==> src/rtl/deq_pkg.sv <==
package deq_pkg;

    typedef enum logic [2:0] {
        OP_PUSH_BACK  = 3'd0,
        OP_PUSH_FRONT = 3'd1,
        OP_POP_FRONT  = 3'd2,
        OP_POP_BACK   = 3'd3,
        OP_REVERSE    = 3'd4
    } t_op;

    typedef enum logic [1:0] {
        ST_DONE  = 2'd0,
        ST_FULL  = 2'd1,
        ST_EMPTY = 2'd2
    } t_status;

    // Per-transaction command broadcast to every cell of the row.
    typedef struct packed {
        logic shift_to_back;
        logic shift_to_front;
        logic load_tail;
    } t_cell_ctrl;

endpackage

==> src/rtl/deq_cell.sv <==
module deq_cell import deq_pkg::*; #(
    parameter int DATA_WIDTH = 32,
    parameter int CW         = 5,
    parameter int INDEX      = 0
) (
    input  logic                  i_clk,
    input  t_cell_ctrl            i_ctrl,
    input  logic [CW-1:0]         i_count,
    input  logic [DATA_WIDTH-1:0] i_value,
    input  logic [DATA_WIDTH-1:0] i_prev,
    input  logic [DATA_WIDTH-1:0] i_next,
    output logic [DATA_WIDTH-1:0] o_data
);

    logic [DATA_WIDTH-1:0] r_data;
    logic                  is_tail;

    // The tail slot is the first unoccupied cell, at index equal to the count.
    assign is_tail = (i_count == CW'(INDEX));

    always_ff @(posedge i_clk) begin
        if (i_ctrl.shift_to_back) begin
            r_data <= i_prev;
        end else if (i_ctrl.shift_to_front) begin
            r_data <= i_next;
        end else if (i_ctrl.load_tail && is_tail) begin
            r_data <= i_value;
        end
    end

    assign o_data = r_data;

endmodule

==> src/rtl/double_ended_queue_top.sv <==
// Bounded double-ended queue of DATA_WIDTH-bit words, DEPTH entries deep.
// Input channel: i_in_valid / o_in_stall carry i_operation and i_value
// (push back, push front, pop front, pop back, reverse). Output channel:
// o_out_valid / i_out_stall carry the front and back values, the count, an
// empty flag and a status for every input transaction, in order.
// Storage is a row of cells with the physical front always in cell 0: a push
// or pop at the physical front shifts the whole row by one cell, a push at
// the physical back loads the cell at the tail. Reverse only toggles a flag
// that swaps which physical end is the logical front.
// The state update is registered at acceptance, and the result is then formed
// from the row into the output register. One transaction per cycle is
// sustained while the receiver does not stall.
// When the receiver stalls, the result holds in the output register and
// one further transaction is still taken; then o_in_stall rises until the
// output register frees. A full push or an empty pop changes nothing and
// reports status 1 or 2. Reset empties the queue, clears the reverse flag
// and drops any pending result; stored words are not cleared.
module double_ended_queue_top import deq_pkg::*; #(
    parameter int DEPTH      = 16,
    parameter int DATA_WIDTH = 32
) (
    input  logic                         i_clk,
    input  logic                         i_rst_n,
    input  logic                         i_in_valid,
    output logic                         o_in_stall,
    input  logic [2:0]                   i_operation,
    input  logic [DATA_WIDTH-1:0]        i_value,
    output logic                         o_out_valid,
    input  logic                         i_out_stall,
    output logic [DATA_WIDTH-1:0]        o_front_value,
    output logic [DATA_WIDTH-1:0]        o_back_value,
    output logic [$clog2(DEPTH+1)-1:0]   o_count,
    output logic                         o_is_empty,
    output logic [1:0]                   o_status
);

    localparam int AW = $clog2(DEPTH);
    localparam int CW = $clog2(DEPTH + 1);

    logic [DATA_WIDTH-1:0] cell_data [DEPTH];

    logic [CW-1:0]         r_count, n_count;
    logic                  r_rev, n_rev;
    t_status               r_status, n_status;
    logic                  r_pend;
    logic                  r_out_valid;
    logic [DATA_WIDTH-1:0] r_front, r_back;
    logic [CW-1:0]         r_out_count;
    t_status               r_out_status;

    t_op                   op;
    t_cell_ctrl            ctrl, cell_ctrl;
    logic                  in_accept;
    logic                  out_load;
    logic                  is_full, is_empty;
    logic                  at_phys_end;
    logic [CW-1:0]         count_m1;
    logic [AW-1:0]         tail_idx;
    logic [DATA_WIDTH-1:0] phys_front, phys_back;

    assign out_load   = r_pend && (!r_out_valid || !i_out_stall);
    assign o_in_stall = r_pend && !(!r_out_valid || !i_out_stall);
    assign in_accept  = i_in_valid && !o_in_stall;

    assign is_full  = (r_count == CW'(DEPTH));
    assign is_empty = (r_count == '0);

    always_comb begin
        op          = t_op'(i_operation);
        ctrl        = '0;
        n_count     = r_count;
        n_rev       = r_rev;
        n_status    = ST_DONE;
        at_phys_end = 1'b0;
        case (op)
            OP_PUSH_BACK, OP_PUSH_FRONT: begin
                if (is_full) begin
                    n_status = ST_FULL;
                end else begin
                    at_phys_end = (op == OP_PUSH_BACK) != r_rev;
                    if (at_phys_end) begin
                        ctrl.load_tail = 1'b1;
                    end else begin
                        ctrl.shift_to_back = 1'b1;
                    end
                    n_count = r_count + CW'(1);
                end
            end
            OP_POP_FRONT, OP_POP_BACK: begin
                if (is_empty) begin
                    n_status = ST_EMPTY;
                end else begin
                    at_phys_end = (op == OP_POP_FRONT) != r_rev;
                    // Popping the physical front moves every entry one cell down;
                    // popping the physical back only shortens the count.
                    if (at_phys_end) begin
                        ctrl.shift_to_front = 1'b1;
                    end
                    n_count = r_count - CW'(1);
                end
            end
            OP_REVERSE: begin
                n_rev = !r_rev;
            end
            default: begin
            end
        endcase
        cell_ctrl = in_accept ? ctrl : '0;
    end

    genvar g;
    generate
        for (g = 0; g < DEPTH; g++) begin : g_cell
            logic [DATA_WIDTH-1:0] prev_data, next_data;
            if (g == 0) begin : g_first
                assign prev_data = i_value;
            end else begin : g_mid
                assign prev_data = cell_data[g-1];
            end
            if (g == DEPTH - 1) begin : g_last
                assign next_data = cell_data[g];
            end else begin : g_inner
                assign next_data = cell_data[g+1];
            end
            deq_cell #(
                .DATA_WIDTH (DATA_WIDTH),
                .CW         (CW),
                .INDEX      (g)
            ) u_cell (
                .i_clk   (i_clk),
                .i_ctrl  (cell_ctrl),
                .i_count (r_count),
                .i_value (i_value),
                .i_prev  (prev_data),
                .i_next  (next_data),
                .o_data  (cell_data[g])
            );
        end
    endgenerate

    assign count_m1   = r_count - CW'(1);
    assign tail_idx   = count_m1[AW-1:0];
    assign phys_front = is_empty ? '0 : cell_data[0];
    assign phys_back  = is_empty ? '0 : cell_data[tail_idx];

    always_ff @(posedge i_clk) begin
        if (!i_rst_n) begin
            r_count     <= '0;
            r_rev       <= 1'b0;
            r_pend      <= 1'b0;
            r_out_valid <= 1'b0;
        end else begin
            if (in_accept) begin
                r_count <= n_count;
                r_rev   <= n_rev;
            end
            if (in_accept) begin
                r_pend <= 1'b1;
            end else if (out_load) begin
                r_pend <= 1'b0;
            end
            if (out_load) begin
                r_out_valid <= 1'b1;
            end else if (!i_out_stall) begin
                r_out_valid <= 1'b0;
            end
        end
    end

    always_ff @(posedge i_clk) begin
        if (in_accept) begin
            r_status <= n_status;
        end
        if (out_load) begin
            r_front      <= r_rev ? phys_back : phys_front;
            r_back       <= r_rev ? phys_front : phys_back;
            r_out_count  <= r_count;
            r_out_status <= r_status;
        end
    end

    assign o_out_valid   = r_out_valid;
    assign o_front_value = r_front;
    assign o_back_value  = r_back;
    assign o_count       = r_out_count;
    assign o_is_empty    = (r_out_count == '0);
    assign o_status      = r_out_status;

endmodule

==> config.mk <==
export PLATFORM = sky130hd
export DESIGN_NAME = double_ended_queue_top
export DESIGN_NICKNAME = d
export VERILOG_FILES = /design/src/rtl/deq_pkg.sv /design/src/rtl/deq_cell.sv /design/src/rtl/double_ended_queue_top.sv
export SDC_FILE = /design/constraint.sdc
export NUM_CORES = 1
export LEC_CHECK = 0
export BUFFER_PORTS_ARGS = -buffer_cell sky130_fd_sc_hd__buf_2
export CAP_MARGIN = 20
export CORE_MARGIN = 4
export CORE_UTILIZATION = 40
export CTS_BUF_LIST = sky130_fd_sc_hd__clkbuf_16
export DETAILED_ROUTE_END_ITERATION = 7
export PLACE_DENSITY = 0.61
export SETUP_SLACK_MARGIN = 0.3
export SLEW_MARGIN = 20
export SYNTH_ARGS = -nofsm -noshare
export SYNTH_HDL_FRONTEND = slang
export SYNTH_SLANG_ARGS = --single-unit
==> constraint.sdc <==
create_clock -name i_clk -period 6 [get_ports i_clk]
set_input_delay 0.6 -clock i_clk [delete_from_list [all_inputs] [get_ports i_clk]]
set_output_delay 0.6 -clock i_clk [all_outputs]
set_load 0.02 [all_outputs]
==> summary.txt, run 1 <==
Run status
  – Status: finished clean

Timing
  – Worst slew margin: 0.161
  – Final setup violating endpoints: 0
  – Final Slew Violations: 0
  – Setup TNS: 0 ps
  – Period minus WS final: 4490 ps
  – Period utilization: 0.749
  – Hold Fails Final Rpt: 0
  – Actual slew at the worst max-slew pin: 1260 ps
  – Achievable clock frequency: 0.223 GHz
  – Worst Clk Skew: 20.8 ps
  – RSZ-0062 raised after global routing: false
  – Setup WS post-layout: 1510 ps

Clocking
  – Clock Latency Late Sink: 640 ps
  – TritonCTS Sinks: 593
  – CTS tree: yes
  – Post-CTS setup buffer count: 0
  – Worst-path clk slew: 60 ps
  – CTS root buffer: clkbuf_16
  – Htree depth: 2
  – Max clock buf depth: 3
  – Inserted Clock Buffers: 60
  – Post-cts resize count: 0
  – Hold Buf Count CTS: 0

GRT
  – Busiest layer in global routing: met2
  – Met1 GRT Util: 0.342
  – First-pass GRT wire length: 145000 µm
  – Grt ovf: 0
  – Antenna violations before repair: 9
  – GRT Total Usage: 0.234
  – Largest net degree at the start of global routing: 245
  – Vias in the first global route: 21200
  – Met2 Resource Use GR: 0.352
  – Grt met3 use: 0.0465

Layout
  – Layout fillers: 6647
  – Share of post-route cells with drive strength above 1: 0.192
  – # nets final: 2158
  – Area Overhead vs Synth: 11.0%

Pwr
  – Combinational share of power: 0.188
  – Internal Pwr Total: 7.57 mW
  – Flop pwr share: 0.477
  – Clk pwr share: 0.335
  – Psw: 3.11 mW
  – Peak VDD IR: 0.233 mV
  – Tot Pwr: 10.7 mW
  – Power density cells: 317 nW/µm²
  – Sw frac: 0.291
  – Leakage: 10.8 nW

Die
  – Boundary pin count: 113
  – Initial Util: 0.405
  – Num rows: 100
  – Die Area: 80200 µm²
  – Die W: 283 µm
  – Die height: 283 µm
  – Area of the core region: 74800 µm²

Logic synthesis
  – Primary FF master, synth: edfxtp_1
  – Syn Nets: 2188
  – Mapped Area: 30300 µm²
  – Sequential fraction of the synthesis area: 0.585
  – Count of cell types in the netlist: 49
  – #FFs+latches synth: 593
  – EDFF count, synth: 585
  – Yosys warns: 0
  – Post-synthesis cell count: 2143
  – Async SR Flop Fraction: 0
  – Mean Syn Cell Area: 14.1 µm²

Setup path
  – R2R Path Start: r_count[0]$_SDFFE_PN0P_
  – CP arrival: 4850 ps
  – Critical path peak fanout: 63
  – Critical Path Start: r_count[0]$_SDFFE_PN0P_
  – Startpoint Class: flop
  – Worst Path Required: 6350 ps
  – Setup CP Type: flop to flop
  – CP Capture Type: flop

Flow run
  – Number of max-cap violations: 0

Detailed routing
  – WL final: 98100 µm
  – DRC Markers: 0
  – Pre-antenna DRT Iters: 6
  – Wire per inst: 31.3 µm
  – Vias post-DR: 22600
  – Post-DR vias/cell: 7.21
  – Post-DRT Antenna Nets: 0
  – Iter 0 DRT Violations: 3337

Place
  – DPL Wire Length: 55100 µm
  – Port Buffer Count: 112
  – Gpl congestion: 0.802
  – Pre-CTS setup slack: 1590 ps

Worst hold path
  – Min-Delay Path Class: input port to flop
  – Worst hold start: i_out_stall
cells in the mapped netlist (all sizes together), types with 3 or more instances:
master | count | area, µm²
a221oi | 32 | 430
a21oi | 5 | 25.0
o21ai | 79 | 395
nor2 | 41 | 154
nand2 | 5 | 18.8
mux4 | 66 | 1490
ha | 6 | 75.1
a211o | 3 | 26.3
inv | 39 | 146
and3 | 4 | 25.0
clkbuf | 182 | 683
o31ai | 63 | 473
dfxtp | 8 | 160
mux2i | 126 | 1260
xnor2 | 5 | 43.8
and2 | 5 | 31.3
edfxtp | 585 | 17600
a31oi | 31 | 194
nand4 | 32 | 200
or4 | 3 | 22.5
xor2 | 3 | 26.3
a21boi | 4 | 30.0
buf | 85 | 409
o2111ai | 4 | 35.0
mux2 | 31 | 349
a32oi | 62 | 543
a221o | 448 | 4480
nand3 | 164 | 821
a211oi | 3 | 22.5
state kept, by name (all words and copies together) (netlist names):
signal                cells
g_cell.u_cell.o_data    512
o_back_value             32
o_front_value            32
o_count                   5
r_count                   5
o_status                  2
r_status                  2
o_out_valid               1
r_pend                    1
r_rev                     1
critical path, stage by stage, from the launching register on:
cell and delay [ps]:
dfxtp_4 770, inv_1 270, ha_4 260, and4bb_2 250, nor4b_4 220, buf_4 390, and2_4 530, buf_4 630
buf_4 650, o21ai_0 150
cell type report:
cell class	count	area, µm²	share of cell area
sequential	593	17700	0.527
multi-input combinational	1243	11600	0.345
antenna	3	7.51	0.000223
inverter	40	151	0.00450
clock inverter	47	288	0.00855
timing repair buffer	175	1120	0.0334
clock buffer	61	1530	0.0454
tap	969	1210	0.0360
metrics by stage:
| stage | hold WS (ps) | util | instance area [µm²] | cells |
|---|---|---|---|---|
| 2_1_floorplan | 400 | - | 30300 | 2143 |
| 3_3_place_gp | 411 | 0.425 | 31800 | 3019 |
| 3_5_place_dp | 417 | 0.425 | 31800 | 3019 |
| 4_1_cts | 254 | 0.449 | 33600 | 3127 |
| 5_1_grt | 292 | 0.450 | 33600 | 3130 |
| 6_report | 280 | 0.450 | 33600 | 3131 |
layout by cell type, fill, tap and decap left out, types with 31 or more instances in the layout:
master,Yosys,routed
o31ai_1,63,63
mux2_2,31,31
a31oi_1,31,31
nor2_1,41,41
clkbuf_16,0,61
a221o_1,448,448
buf_4,1,55
nand4_1,32,32
edfxtp_1,585,585
buf_2,69,112
inv_1,38,57
nand3_1,164,163
o21ai_0,79,67
a32oi_1,62,62
mux4_2,66,66
mux2i_1,126,126
power by group through the flow:
stage / Sequential, mW / Clock, mW / Combinational, mW
floorplan: 5.15 / 0 / 1.28
global placement: 5.16 / 0 / 1.94
detailed placement: 5.17 / 0 / 1.98
CTS: 5.08 / 3.63 / 1.99
global route: 5.11 / 3.81 / 2.12
finish: 5.09 / 3.58 / 2.01
kinds of logic (layout without fill, tap and decap cells):
| kind of cell | after synthesis | count (layout) | share of synthesized area |
|---|---|---|---|
| AOI/OAI and AO/OA | 738 | 738 | 0.221 |
| DFF | 593 | 593 | 0.585 |
| buffers and inverters | 307 | 323 | 0.0410 |
| and+or+nand+nor | 268 | 268 | 0.0462 |
| muxes | 223 | 223 | 0.102 |
| xor gates and xnor gates | 8 | 8 | 0.00231 |
| adders and majority gates | 6 | 6 | 0.00248 |
| other | 0 | 3 | 0 |
path summary, 6_finish.rpt:
path | end | slack [ps] | cells after the start
worst max register to register | g_cell[15].u_cell.o_data[9]$_DFFE_PP_ | 1510 | 9
worst min register to register | o_status[0]$_DFFE_PP_ | 420 | 0
worst min-delay path | o_out_valid$_SDFFE_PN0P_ | 280 | 3
worst max-delay path | g_cell[15].u_cell.o_data[9]$_DFFE_PP_ | 1510 | 9
metal layers:
layer | share of wire | up-vias
met5 | 0.00013 | -
met4 | 0.028 | 2
met3 | 0.11 | 183
met2 | 0.44 | 1442
met1 | 0.42 | 11700
li1 | - | 9297
(Power assumes the default switching activity.)
==> run 2: changes to the inputs <==
--- a/config.mk
+++ b/config.mk
@@ -5,13 +5,14 @@
 export SDC_FILE = /design/constraint.sdc
 export NUM_CORES = 1
 export LEC_CHECK = 0
+export ABC_AREA = 1
 export BUFFER_PORTS_ARGS = -buffer_cell sky130_fd_sc_hd__buf_2
 export CAP_MARGIN = 20
 export CORE_MARGIN = 4
 export CORE_UTILIZATION = 40
 export CTS_BUF_LIST = sky130_fd_sc_hd__clkbuf_16
 export DETAILED_ROUTE_END_ITERATION = 7
-export PLACE_DENSITY = 0.61
+export PLACE_DENSITY = 0.6
 export SETUP_SLACK_MARGIN = 0.3
 export SLEW_MARGIN = 20
 export SYNTH_ARGS = -nofsm -noshare
==> constraint.sdc (replaced) <==
create_clock -name i_clk -period 3.9 [get_ports i_clk]
set_input_delay 0.39 -clock i_clk [delete_from_list [all_inputs] [get_ports i_clk]]
set_output_delay 0.39 -clock i_clk [all_outputs]
set_load 0.02 [all_outputs]
==> summary.txt, run 2 <==
Run status
  – Status: finished clean

GRT
  – First-pass GRT wire length: 174000 µm
  – Busiest layer in global routing: met2
  – GRT Total Usage: 0.242
  – Largest net degree at the start of global routing: 232
  – Antenna violations before repair: 2
  – Met1 GRT Util: 0.330
  – Grt met3 use: 0.0309
  – Met2 Resource Use GR: 0.397
  – Vias in the first global route: 29600
  – Grt ovf: 0

Pwr
  – Peak VDD IR: 0.297 mV
  – Leakage: 17.6 nW
  – Power density cells: 454 nW/µm²

Logic synthesis
  – Sequential fraction of the synthesis area: 0.508
  – Largest cells by area after synthesis: edfxtp_1, nand2_1, nand3_1, inv_1, o21ai_1
  – Primary FF master, synth: edfxtp_1
  – Most common cell in the netlist: nand2_1
  – Mean Syn Cell Area: 7.55 µm²
  – Yosys warns: 0
  – Compound-Gate Fraction of Synth Area: 0.0750
  – Post-Synth Simple-Gate Area: 0.312
  – Post-synthesis cell count: 4624
  – Async SR Flop Fraction: 0
  – Mapped Area: 34900 µm²
  – #FFs+latches synth: 593
  – Largest family of logic cells by synthesized area: simple AND/OR/NAND/NOR gates
  – Synth Area in XOR/XNOR: 0.00126
  – Count of cell types in the netlist: 29
  – Yosys top cell area share: 0.504
  – Syn Nets: 4669
  – Adder-cell share of the synthesized area: 0.00215
  – Proportion of synthesized area in mux cells: 0
  – EDFF count, synth: 585
  – Commonest cells post-synth: nand2_1, edfxtp_1, nand3_1, inv_1, o21ai_1
  – Cell taking the most area after synthesis: edfxtp_1

Clocking
  – Clock Latency Late Sink: 600 ps
  – Post-cts resize count: 0
  – TritonCTS Sinks: 593
  – Htree depth: 3
  – Hold Buf Count CTS: 0
  – Max clock buf depth: 3
  – Worst-path clk slew: 60 ps
  – Inserted Clock Buffers: 68
  – CTS root buffer: clkbuf_16
  – CTS tree: yes
  – Post-CTS setup buffer count: 0

Timing
  – Period utilization: 0.839
  – Period minus WS final: 3270 ps
  – Worst slew margin: 0.145
  – Final Slew Violations: 0
  – Hold Fails Final Rpt: 0
  – Worst hold slack: 74.2 ps
  – Achievable clock frequency: 0.306 GHz
  – Worst Clk Skew: 10.4 ps
  – Final setup violating endpoints: 0
  – Setup TNS: 0 ps
  – RSZ-0062 raised after global routing: false
  – Actual slew at the worst max-slew pin: 1280 ps
  – Setup WS post-layout: 627 ps

Layout
  – Most frequent cells in the layout: nand2_1, edfxtp_1, nand3_1, inv_1, o21ai_1
  – Most common cell after layout, fill and taps aside: nand2_1
  – Max FFs per register: 512
  – # nets final: 4585
  – Share of post-route cells with drive strength above 1: 0.0674
  – Layout fillers: 8821
  – Area Overhead vs Synth: 9.01%

Detailed routing
  – Post-DR vias/cell: 5.36
  – WL final: 112000 µm
  – DRC Markers: 0
  – Pre-antenna DRT Iters: 6
  – Wire per inst: 19.6 µm
  – Iter 0 DRT Violations: 3514
  – Post-DRT Antenna Nets: 0
  – Vias post-DR: 30800

Place
  – Pre-CTS setup slack: 655 ps
  – DPL Wire Length: 62200 µm
  – Gpl congestion: 0.817
  – Port Buffer Count: 112

Die
  – Die W: 303 µm
  – Boundary pin count: 113
  – Area of the core region: 86600 µm²
  – Initial Util: 0.403
  – Die height: 303 µm
  – Num rows: 108
  – Die Area: 92000 µm²

Flow run
  – Number of max-cap violations: 0

Setup path
  – Critical path peak fanout: 19
  – Worst Path Required: 4240 ps
  – CP Capture Type: flop
  – Setup CP Type: flop to flop
  – CP arrival: 3610 ps
  – Reg2reg setup slack: 630 ps
  – Startpoint Class: flop

Worst hold path
  – Min-Delay Path Class: input port to flop
## run 2: final cells by class
| cell class | instances | area (µm²) | share of cell area |
|---|---|---|---|
| multi-input cells | 3193 | 13700 | 0.360 |
| diodes | 1 | 2.50 | 0.0000658 |
| well taps | 1155 | 1450 | 0.0380 |
| flip-flops and latches | 593 | 17700 | 0.466 |
| clock inverters | 43 | 180 | 0.00474 |
| repair buffers | 175 | 1180 | 0.0311 |
| inverters | 509 | 1930 | 0.0508 |
| clock buffers | 74 | 1850 | 0.0487 |
## run 2: cell families after synthesis
family                   Yosys count
XOR/XNOR                           5
flip-flops                       593
AND/OR/NAND/NOR                 2660
buffers and inverters            838
AO/OA/AOI/OAI                    522
adder cells (fa/ha/maj)            6
## run 2: worst max-delay path, cell delays in order, from the launching register on
cell	delay (ps)
dfxtp_1	350
inv_1	220
ha_4	160
inv_1	50
nor2_2	220
nand2_4	90
nand3_4	260
and2_0	520
buf_4	290
nand2_2	420
buf_4	410
## run 2: where the power goes
part           internal (mW)  switching [mW]  total (mW)
Combinational          0.877            2.43        3.31
Clock                   3.39            2.68        6.07
Sequential              7.60           0.283        7.88
Total                   11.9            5.40        17.3
## run 2: worst paths after layout
| kind | start | to | depth (start not counted) |
|---|---|---|---|
| worst max-delay path | r_count[1]$_SDFFE_PN0P_ | g_cell[14].u_cell.o_data[9]$_DFFE_PP_ | 10 |
| worst min-delay path | i_out_stall | o_out_valid$_SDFFE_PN0P_ | 3 |
| worst min register to register | r_status[1]$_DFFE_PN_ | o_status[1]$_DFFE_PP_ | 0 |
| worst max register to register | r_count[1]$_SDFFE_PN0P_ | g_cell[14].u_cell.o_data[9]$_DFFE_PP_ | 10 |
## run 2: metal layers
metal	wire, µm	part of all wire	vias to the layer above
li1	-	-	14800
met4	4340	0.039	0
met3	8560	0.076	228
met1	47500	0.42	14500
met2	51900	0.46	1257
met5	0	0	-
## run 2: per-stage QoR
step | power, mW | std cells | utilization | cell area (µm²)
final | 17.3 | 5743 | 0.439 | 38000
after floorplan | 10.1 | 4624 | - | 34900
after global placement | 11.3 | 5625 | 0.416 | 36000
after detailed placement | 11.3 | 5625 | 0.416 | 36000
after CTS | 17.3 | 5742 | 0.439 | 38000
after global routing | 18.0 | 5742 | 0.439 | 38000
